[src/rtl/core/mfdf_pkg.sv]
// Package for the mesh flood duplicate filter: field widths, register
// indexes, result codes and the search handshake structs.
// No dependencies.
`timescale 1ns / 1ps
`default_nettype none
package mfdf_pkg;
	localparam int ADDR_W    = 14;
	localparam int ID_W      = 7;
	localparam int TTL_W     = 4;
	localparam int KEY_W     = ADDR_W + ID_W;
	localparam int CFG_IDX_W = 2;

	localparam logic [CFG_IDX_W-1:0] REG_OWN_ADDR   = 2'd0;
	localparam logic [CFG_IDX_W-1:0] REG_GROUP_ADDR = 2'd1;

	localparam logic [ADDR_W-1:0] OWN_ADDR_RST   = 14'd1;
	localparam logic [ADDR_W-1:0] GROUP_ADDR_RST = 14'd1003;

	typedef enum logic [1:0] {
		ACT_DROP_DUP     = 2'd0,
		ACT_DELIVER      = 2'd1,
		ACT_RELAY        = 2'd2,
		ACT_DROP_EXPIRED = 2'd3
	} action_t;

	typedef enum logic {
		SR_IDLE,
		SR_SCAN
	} search_state_t;

	// Lookup request: relay selects the bounce history, otherwise the local one.
	typedef struct packed {
		logic             valid;
		logic             relay;
		logic [KEY_W-1:0] key;
	} srch_req_t;

	typedef struct packed {
		logic done;
		logic hit;
	} srch_rsp_t;
endpackage
`default_nettype wire

[src/rtl/core/mfdf_ram.sv]
// Generic single-write, single-read synchronous RAM with registered read data.
// No dependencies.
`timescale 1ns / 1ps
`default_nettype none
module mfdf_ram #(
	parameter int WIDTH = 21,
	parameter int DEPTH = 32
) (
	input  wire logic                     clk,
	input  wire logic                     wr_en,
	input  wire logic [$clog2(DEPTH)-1:0] wr_addr,
	input  wire logic [WIDTH-1:0]         wr_data,
	input  wire logic                     rd_en,
	input  wire logic [$clog2(DEPTH)-1:0] rd_addr,
	output logic      [WIDTH-1:0]         rd_data
);
	logic [WIDTH-1:0] mem_q [DEPTH];

	always_ff @(posedge clk) begin
		if (wr_en) begin
			mem_q[wr_addr] <= wr_data;
		end
		if (rd_en) begin
			rd_data <= mem_q[rd_addr];
		end
	end
endmodule
`default_nettype wire

[src/rtl/core/mfdf_search.sv]
// History search engine: both key histories share one RAM, scanned one entry
// per cycle; a miss stores the key at the next slot, the oldest once full.
// Depends on mfdf_pkg and mfdf_ram.
`timescale 1ns / 1ps
`default_nettype none
module mfdf_search #(
	parameter int HISTORY_DEPTH = 16
) (
	input  wire logic                  clk,
	input  wire logic                  arst_n,
	input  wire mfdf_pkg::srch_req_t   req,
	output mfdf_pkg::srch_rsp_t        rsp
);
	import mfdf_pkg::*;

	localparam int IDX_W    = $clog2(HISTORY_DEPTH);
	localparam int CNT_W    = $clog2(HISTORY_DEPTH + 1);
	localparam int RAM_ADDR = IDX_W + 1;
	localparam int RAM_DEP  = 2 ** RAM_ADDR;

	search_state_t    state_q, state_d;
	logic             relay_q;
	logic [KEY_W-1:0] key_q;
	logic [CNT_W-1:0] rd_idx_q;
	logic             rd_vld_s1;
	// Entries fill in pointer order, so an entry is valid when its index is
	// below the fill count.
	logic [CNT_W-1:0] fill_q [2];
	logic [IDX_W-1:0] wptr_q [2];

	logic             issue;
	logic             match;
	logic             store;
	logic [KEY_W-1:0] rd_data;
	logic [CNT_W-1:0] cur_fill;
	logic [IDX_W-1:0] cur_wptr;

	assign cur_fill = fill_q[relay_q];
	assign cur_wptr = wptr_q[relay_q];
	assign issue    = (state_q == SR_SCAN) && (rd_idx_q < cur_fill);
	assign match    = rd_vld_s1 && (rd_data == key_q);

	always_comb begin
		state_d  = state_q;
		rsp.done = 1'b0;
		rsp.hit  = 1'b0;
		store    = 1'b0;
		case (state_q)
			SR_IDLE: begin
				if (req.valid) begin
					state_d = SR_SCAN;
				end
			end
			SR_SCAN: begin
				if (match) begin
					rsp.done = 1'b1;
					rsp.hit  = 1'b1;
					state_d  = SR_IDLE;
				end else if (!issue && !rd_vld_s1) begin
					rsp.done = 1'b1;
					store    = 1'b1;
					state_d  = SR_IDLE;
				end
			end
			default: state_d = SR_IDLE;
		endcase
	end

	always_ff @(posedge clk or negedge arst_n) begin
		if (!arst_n) begin
			state_q   <= SR_IDLE;
			rd_idx_q  <= '0;
			rd_vld_s1 <= 1'b0;
			fill_q[0] <= '0;
			fill_q[1] <= '0;
			wptr_q[0] <= '0;
			wptr_q[1] <= '0;
		end else begin
			state_q   <= state_d;
			rd_vld_s1 <= issue && !rsp.done;
			if (state_q == SR_IDLE) begin
				rd_idx_q <= '0;
			end else if (issue) begin
				rd_idx_q <= rd_idx_q + CNT_W'(1);
			end
			if (store) begin
				if (cur_wptr == IDX_W'(HISTORY_DEPTH - 1)) begin
					wptr_q[relay_q] <= '0;
				end else begin
					wptr_q[relay_q] <= cur_wptr + IDX_W'(1);
				end
				if (cur_fill != CNT_W'(HISTORY_DEPTH)) begin
					fill_q[relay_q] <= cur_fill + CNT_W'(1);
				end
			end
		end
	end

	always_ff @(posedge clk) begin
		if (state_q == SR_IDLE && req.valid) begin
			relay_q <= req.relay;
			key_q   <= req.key;
		end
	end

	mfdf_ram #(
		.WIDTH(KEY_W),
		.DEPTH(RAM_DEP)
	) u_key_ram (
		.clk    (clk),
		.wr_en  (store),
		.wr_addr({relay_q, cur_wptr}),
		.wr_data(key_q),
		.rd_en  (issue),
		.rd_addr({relay_q, rd_idx_q[IDX_W-1:0]}),
		.rd_data(rd_data)
	);
endmodule
`default_nettype wire

[src/rtl/core/mesh_flood_duplicate_filter_core.sv]
// Top level of the mesh flood duplicate filter: configuration registers,
// destination test, result decision and the history search engine.
// Depends on mfdf_pkg, mfdf_search and mfdf_ram.
//
//   channel   signals                                    beat taken when
//   header    start, busy, source_addr, dest_addr,       start && !busy
//             packet_id, hops_left
//   config    cfg_valid, cfg_ready, cfg_index, cfg_data  cfg_valid && cfg_ready
//   result    result_valid, action, hops_out             result_valid
//
// A header beat scans the selected history one entry per cycle through the
// key RAM read port. Busy stays high until the scan ends, and a hit ends it
// early. The result strobes on the cycle busy falls, and a new header may
// start in that same cycle. Reset empties both histories at once by clearing
// their fill counts. The receiver cannot stall; cfg_ready is always high.
`timescale 1ns / 1ps
`default_nettype none
module mesh_flood_duplicate_filter_core #(
	parameter int HISTORY_DEPTH = 16
) (
	input  wire logic                              clk,
	input  wire logic                              arst_n,
	input  wire logic                              start,
	output logic                                   busy,
	input  wire logic [mfdf_pkg::ADDR_W-1:0]       source_addr,
	input  wire logic [mfdf_pkg::ADDR_W-1:0]       dest_addr,
	input  wire logic [mfdf_pkg::ID_W-1:0]         packet_id,
	input  wire logic [mfdf_pkg::TTL_W-1:0]        hops_left,
	input  wire logic                              cfg_valid,
	output logic                                   cfg_ready,
	input  wire logic [mfdf_pkg::CFG_IDX_W-1:0]    cfg_index,
	input  wire logic [mfdf_pkg::ADDR_W-1:0]       cfg_data,
	output logic                                   result_valid,
	output logic [1:0]                             action,
	output logic [mfdf_pkg::TTL_W-1:0]             hops_out
);
	import mfdf_pkg::*;

	logic [ADDR_W-1:0] own_addr_q;
	logic [ADDR_W-1:0] group_addr_q;
	logic              busy_q;
	logic              relay_q;
	logic [TTL_W-1:0]  ttl_q;
	logic              res_vld_q;
	action_t           act_q;
	logic [TTL_W-1:0]  hops_q;

	logic      accept;
	logic      is_local;
	srch_req_t req;
	srch_rsp_t rsp;
	action_t   act_d;
	logic [TTL_W-1:0] hops_d;

	assign cfg_ready    = 1'b1;
	assign busy         = busy_q;
	assign accept       = start && !busy_q;
	assign is_local     = (dest_addr == own_addr_q) || (dest_addr == group_addr_q);
	assign result_valid = res_vld_q;
	assign action       = act_q;
	assign hops_out     = hops_q;

	assign req.valid = accept;
	assign req.relay = !is_local;
	assign req.key   = {source_addr, packet_id};

	always_comb begin
		hops_d = '0;
		if (rsp.hit) begin
			act_d = ACT_DROP_DUP;
		end else if (!relay_q) begin
			act_d = ACT_DELIVER;
		end else if (ttl_q != '0) begin
			act_d  = ACT_RELAY;
			hops_d = ttl_q - TTL_W'(1);
		end else begin
			act_d = ACT_DROP_EXPIRED;
		end
	end

	always_ff @(posedge clk or negedge arst_n) begin
		if (!arst_n) begin
			own_addr_q   <= OWN_ADDR_RST;
			group_addr_q <= GROUP_ADDR_RST;
			busy_q       <= 1'b0;
			res_vld_q    <= 1'b0;
		end else begin
			if (cfg_valid && cfg_index == REG_OWN_ADDR) begin
				own_addr_q <= cfg_data;
			end
			if (cfg_valid && cfg_index == REG_GROUP_ADDR) begin
				group_addr_q <= cfg_data;
			end
			if (accept) begin
				busy_q <= 1'b1;
			end else if (rsp.done) begin
				busy_q <= 1'b0;
			end
			res_vld_q <= rsp.done;
		end
	end

	always_ff @(posedge clk) begin
		if (accept) begin
			relay_q <= !is_local;
			ttl_q   <= hops_left;
		end
		if (rsp.done) begin
			act_q  <= act_d;
			hops_q <= hops_d;
		end
	end

	mfdf_search #(
		.HISTORY_DEPTH(HISTORY_DEPTH)
	) u_search (
		.clk   (clk),
		.arst_n(arst_n),
		.req   (req),
		.rsp   (rsp)
	);
endmodule
`default_nettype wire
[config.mk]
export PLATFORM = sky130hd
export DESIGN_NAME = mesh_flood_duplicate_filter_core
export DESIGN_NICKNAME = d
export VERILOG_FILES = /design/src/rtl/core/mfdf_pkg.sv /design/src/rtl/core/mfdf_ram.sv /design/src/rtl/core/mfdf_search.sv /design/src/rtl/core/mesh_flood_duplicate_filter_core.sv
export SDC_FILE = /design/constraint.sdc
export NUM_CORES = 1
export LEC_CHECK = 0
export BUFFER_PORTS_ARGS = -buffer_cell sky130_fd_sc_hd__clkbuf_2
export CAP_MARGIN = 15
export CORE_UTILIZATION = 60
export DETAILED_ROUTE_END_ITERATION = 7
export PLACE_DENSITY = 0.86
export SLEW_MARGIN = 20
export SYNTH_ARGS = -nofsm -noshare
export SYNTH_HDL_FRONTEND = slang
export SYNTH_HIERARCHICAL = 1
export SYNTH_SLANG_ARGS = --single-unit
[constraint.sdc]
create_clock -name clk -period 5.4 [get_ports clk]
set_input_delay 0.54 -clock clk [delete_from_list [all_inputs] [get_ports clk]]
set_output_delay 0.54 -clock clk [all_outputs]
set_load 0.1 [all_outputs]
# After elaboration in Yosys (flattened, before gate mapping)
# Memories as Yosys holds them, arrays and structs flattened. A register that Yosys moved wholly into a read port is not among the register bits.
# Index checks and enable logic that the tools add are counted.
# word_totals
ff_bits	88
mem_bits_rw	672
inputBits	59
output_inout_bits	9
memories	1
# classes
n_addsub	4
n_lt_le_gt_ge	3
n_eq_ne	7
mux	31
bitwise	6
reduce_logical	21
# memory_table
memory	words	word_bits	rd	rd_ports_with_merged_regs	write_ports	line_no	source
u_search.u_key_ram.mem_q	32	21	1	1	1	mfdf_ram.sv:17	logic [WIDTH-1:0] mem_q [DEPTH];
# ops
cell	count
2-to-1 mux 5 bit	6
== test 14 bit	2
== test 21 bit	1
2-to-1 mux 4 bit	4
2-to-1 mux 1 bit	14
adder 5 x 1 -> 5 bit (second input constant)	2
bitwise mux 10 bit	1
logical AND 1 bit	9
bitwise AND 8 bit	1
bitwise mux 8 bit	1
2-to-1 mux 8 bit	1
inverter 8 bit	1
demux 5 bit (select 1 bit)	1
logical NOT 1 bit	5
less-than comparator 5 bit	1
!= test 5 bit (second input constant)	1
adder 4 x 1 -> 4 bit (second input constant)	1
demux 4 bit (select 1 bit)	1
== test 4 bit (second input constant)	1
nonzero test 4 bit	1
subtractor 4 x 1 -> 4 bit (second input constant)	1
inverter 1 bit	3
OR reduction 3 bit	1
== test 2 x 1 -> 1 bit (second input constant)	1
other kinds (11)	11

# Longest topological paths before layout
# logic_depth
depth_word	13
mapped_depth	11
depth_no_buf	8

# Cells and area by module
# The synthesis kept the hierarchy.
# modules_own_cells
mod	n_inst	cells_per_inst	area_per_inst_um2	seq_area_each_um2
mfdf_ram	1	1481	26962.1	20810.0
mfdf_search	1	182	2369.8	1286.2
mesh_flood_duplicate_filter_core	1	131	1875.5	1092.3

# Worst setup path before layout
# Ideal clock, no wire load.
# synth_path
path_kind	register -> register
from	register u_search.relay_q
to	memory u_search.u_key_ram.mem_q[20][0] (enable)
setup_time_ns	0.399
t_arrival_ns	3.576
slack_ns	1.426
stages_incl_launch_ff	12
synth_period_minus_slack_ns	3.974
cell_sequence	edfxtp_1 buf_6 buf_4 mux2i_1 ha_1 nand4_1 a21oi_4 o21ai_4 inv_1 or3b_2 clkbuf_1 nor2_1
# synth_between
elab_chain_cells	13
# synth_rtl
element	line_no	source
start: declaration	mfdf_search.sv:22	logic relay_q;
start signal: assignment	mfdf_search.sv:101	relay_q <= req.relay;
inverter 1 -> 2 bit (implied by the code)	mfdf_search.sv:38	assign cur_fill = fill_q[relay_q];
2-to-1 mux 5 bit (implied by the code) (3 in a row)	mfdf_search.sv:38	
less-than comparator 5 bit	mfdf_search.sv:40	assign issue = (state_q == SR_SCAN) && (rd_idx_q < cur_fill);
logical AND 1 bit	mfdf_search.sv:40	
logical NOT 1 bit	mfdf_search.sv:59	end else if (!issue && !rd_vld_s1) begin
logical AND 1 bit	mfdf_search.sv:59	
2-to-1 mux 1 bit	mfdf_search.sv:59	
2-to-1 mux 1 bit	mfdf_search.sv:55	if (match) begin
2-to-1 mux 1 bit	mfdf_search.sv:48	case (state_q)
via u_search.store	mfdf_search.sv:33	logic store;
2-to-1 mux 1 bit	mfdf_ram.sv:20	if (wr_en) begin
2-to-1 mux 1 bit (implied by the code)	mfdf_ram.sv:21	mem_q[wr_addr] <= wr_data;
end: declaration	mfdf_ram.sv:17	
# The timed path passes the listed nets, and every way through them passes these cells. The select of a mux whose other input is x is not followed.

# Final worst setup path
# layout_path
from	register u_search.relay_q
to	memory u_search.u_key_ram.mem_q[14][12] (enable)
# Same word-level chain as after synthesis.

==> impl_metrics.tcl <==
set metrics [dict create \
    drt_iter0_drc 2096 \
    area_growth_pct 10.9 \
    max-clock-path-buffers 3 \
    cp_cell_instances "mux2i_1 > ha_1 > nand4_1 > a21oi_4 > o21ai_4 > inv_1 > nand3b_1 > nor2_2" \
    tritoncts "done" \
    crit_path_max_fanout 21 \
    routability_driven_placement_congestion_ratio 0.973 \
    routed_via_density 6.54 \
    yosys_warnings 6 \
    mappedNetlistArea_um2 31200 \
    synth.lib_cells_used.distinct 54 \
    async_flop_share 0.0704 \
    critical_path.slowest_cell "nor2_2" \
    grt_start_max_net_pins 142 \
    met2_capacity_usage_during_global_routing 0.428 \
    critPathMaxStageDelay_ps 1140 \
    first_global_vias 17323 \
    final_core_utilization 0.675 \
    grt_pass1_wl_um 105000 \
    fp.dieArea_um2 52900 \
    route.antenna.remaining_nets 0 \
    ports 68 \
    power_density_nw_per_um2 438 \
    cp_top_family "simple AND/OR/NAND/NOR gates" \
    critical_path_buf_inv_count 1 \
    critical_path.endpoint_type "flip-flop" \
    clock_sinks 781 \
    postCtsSetupBuffers 0 \
    period_minus_slack_ps 4170 \
    holdWs_ps 63.6 \
    buffer_ports.inserted 66 \
    number_of_antenna_violations_at_the_first_check_in_global_routing 0 \
    final_area_um2 34600 \
    maxSlewViolCount 0 \
    detail_route.first_pass.iterations 6 \
    hold_class "input port to asynchronous set/reset pin" \
    gr_met3_demand_resource 0.0650 \
    fin_crit_sh 0.772 \
    drt_wl_total_um 70800 \
    maxCapViolCount 0 \
    top_usage_layer "met2" \
    synthesis.instances 1794 \
    core_area_um2 51300 \
    placementRows 83 \
    routed_wire_length_per_instance_um 26.9 \
    seqCellArea_um2 23200 \
    cts_buffers 75 \
    synth_edf_count 726 \
    unrepaired_setup_endpoints_after_global_routing "no" \
    htree_num_levels 3 \
    irDropWorstVdd_mv 0.366 \
    final.fill_count 3130 \
    worst_slew_margin_rel 0.216 \
    synth_flop_cell "edfxtp_1" \
    sum_of_negative_setup_slack_ps 0 \
    crit_required_ps 5630 \
    drc 0 \
    hpwl_after_detailed_placement_um 40800 \
    worstSetupPathType "flip-flop to flip-flop" \
    dp_worst_setup_slack_ps 1360 \
    finalClockSkew_ps 26.1 \
    number_of_flip_flops_and_latches_in_the_synthesized_netlist 781 \
    die_w_um 230 \
    stdcell_count 2632 \
    yosysSeqAreaShare 0.743 \
    m1_gr_usage 0.354 \
    placed_standard_cell_area_um2 32200 \
    worst_skew_pair.late_latency_ps 630 \
    cp_data_arrival_time_ps 4400 \
    antenna_cells_inserted 0 \
    cts.clk_slew.worst_paths_ps 60 \
    power.leakage_nw 11.5 \
    post_cts_hold_buffers 0 \
    layout-drive-gt1-share 0.161 \
    setup_viol_count_final 0 \
    initial_utilization 0.608 \
    global_route.usage.total 0.269 \
    worst_pin_slew_ps 1170 \
    final_hold_vio_count 0 \
    finalNetCount 1963 \
    total_power_mw 15.2 \
    status "complete, no violations" \
    max_freq_mhz 240 \
    r2r_setup_slack_ps 1230 \
    synthesis.area_per_instance_um2 17.4 \
    cts_root_buf "clkbuf_16" \
    syn_nets 1862 \
    fp.dieH_um 230 \
    timing.final.ws_setup_ps 1230 \
    sum_of_overflow_across_all_layers_after_global_routing 0 \
    cts_resized 0 \
    dp_cells 2496 \
    vias_post_dr 17205 \
    critical_path.startpoint_type "flip-flop" \
    multi_input_comb_area_um2 7480 \
]
[cell usage in the layout, fill, tap and decap left out, types with 22 or more instances in the layout]
cell type    n
xnor2_1     39
nor2_2      25
a22oi_1     84
edfxtp_1   726
dfrtp_1     45
mux2_2      40
clkbuf_2    66
nor3_1      28
nand3_1     45
mux2i_1    343
a21oi_1     48
a22o_1      42
a31oi_1     22
buf_4       45
nand4_1     30
clkbuf_16   77
nand2_1     54
[synth_stat cells (4+ instances only)]
| cell type | count | area [µm²] |
|---|---|---|
| a21oi_1 | 48 | 240 |
| a22o_1 | 42 | 368 |
| a22oi_1 | 84 | 631 |
| a31oi_1 | 22 | 138 |
| and2_1 | 6 | 37.5 |
| buf_1 | 5 | 18.8 |
| buf_2 | 13 | 65.1 |
| buf_4 | 13 | 97.6 |
| buf_6 | 24 | 270 |
| clkbuf_1 | 30 | 113 |
| dfrtp_1 | 46 | 1150 |
| dfstp_2 | 9 | 236 |
| edfxtp_1 | 726 | 21800 |
| ha_1 | 9 | 113 |
| inv_1 | 10 | 37.5 |
| mux2_2 | 40 | 450 |
| mux2i_1 | 343 | 3430 |
| nand2_1 | 54 | 203 |
| nand2b_1 | 5 | 31.3 |
| nand3_1 | 45 | 225 |
| nand3b_1 | 5 | 37.5 |
| nand4_1 | 30 | 188 |
| nor2_1 | 46 | 173 |
| nor2b_1 | 6 | 37.5 |
| nor3_1 | 28 | 140 |
| nor4_1 | 5 | 31.3 |
| o21ai_0 | 4 | 20.0 |
| xnor2_1 | 39 | 342 |
| xor2_1 | 21 | 184 |
[layout make-up]
class	count	area share
timing repair buffer	115	0.0218
inverter	11	0.00119
sequential	781	0.670
clock buffer	98	0.0580
multi-input combinational	911	0.216
tap	680	0.0246
clock inverter	36	0.00810
[path summary, 6_finish.rpt]
path	from	end	cells after the start
setup / recovery	u_search/relay_q$_DFFE_PP_	u_search/u_key_ram/mem_q[14][12]$_DFFE_PP_	8
hold / removal	arst_n	own_addr_q[12]$_DFFE_PN0P_	2
setup reg to reg	u_search/relay_q$_DFFE_PP_	u_search/u_key_ram/mem_q[14][12]$_DFFE_PP_	8
hold reg to reg	u_search/wptr_q[2]$_DFFE_PN0P_	u_search/wptr_q[2]$_DFFE_PN0P_	1
max in group asynchronous	arst_n	u_search/rd_idx_q[0]$_DFFE_PN0P_	2
min in group clk	hops_left[0]	ttl_q[0]$_DFFE_PP_	1
[layer usage]
layer | up-vias | share of wire
met4 | 0 | 0.048
li1 | 7260 | -
met5 | - | 0
met1 | 8579 | 0.37
met2 | 1152 | 0.48
met3 | 214 | 0.11
[power breakdown]
part           switching, mW  internal (mW)  leakage, nW
sequential             0.229           6.98         7.20
combinational           1.88           1.16         3.17
clock                   2.14           2.77         1.12
[cells by family after synthesis]
family / after synthesis / synth area share
and+or+nand+nor: 247 / 0.0409
other: 1 / 0.000120
AOI/OAI and AO/OA: 210 / 0.0484
adders and majority gates: 9 / 0.00361
buffers and inverters: 102 / 0.0220
muxes: 384 / 0.125
xor gates and xnor gates: 60 / 0.0168
DFF: 781 / 0.743
[state kept, by name, indices dropped and copies added, names as in the netlist, 5 cells and up]
signal                      count
u_search/u_key_ram/rd_data     21
u_search/wptr_q                 8
u_search/rd_idx_q               5
u_search/u_key_ram/mem_q      672
u_search/key_q                 21
own_addr_q                     14
u_search/fill_q                10
group_addr_q                   14
Note: power is estimated with default switching activity, not from simulation.
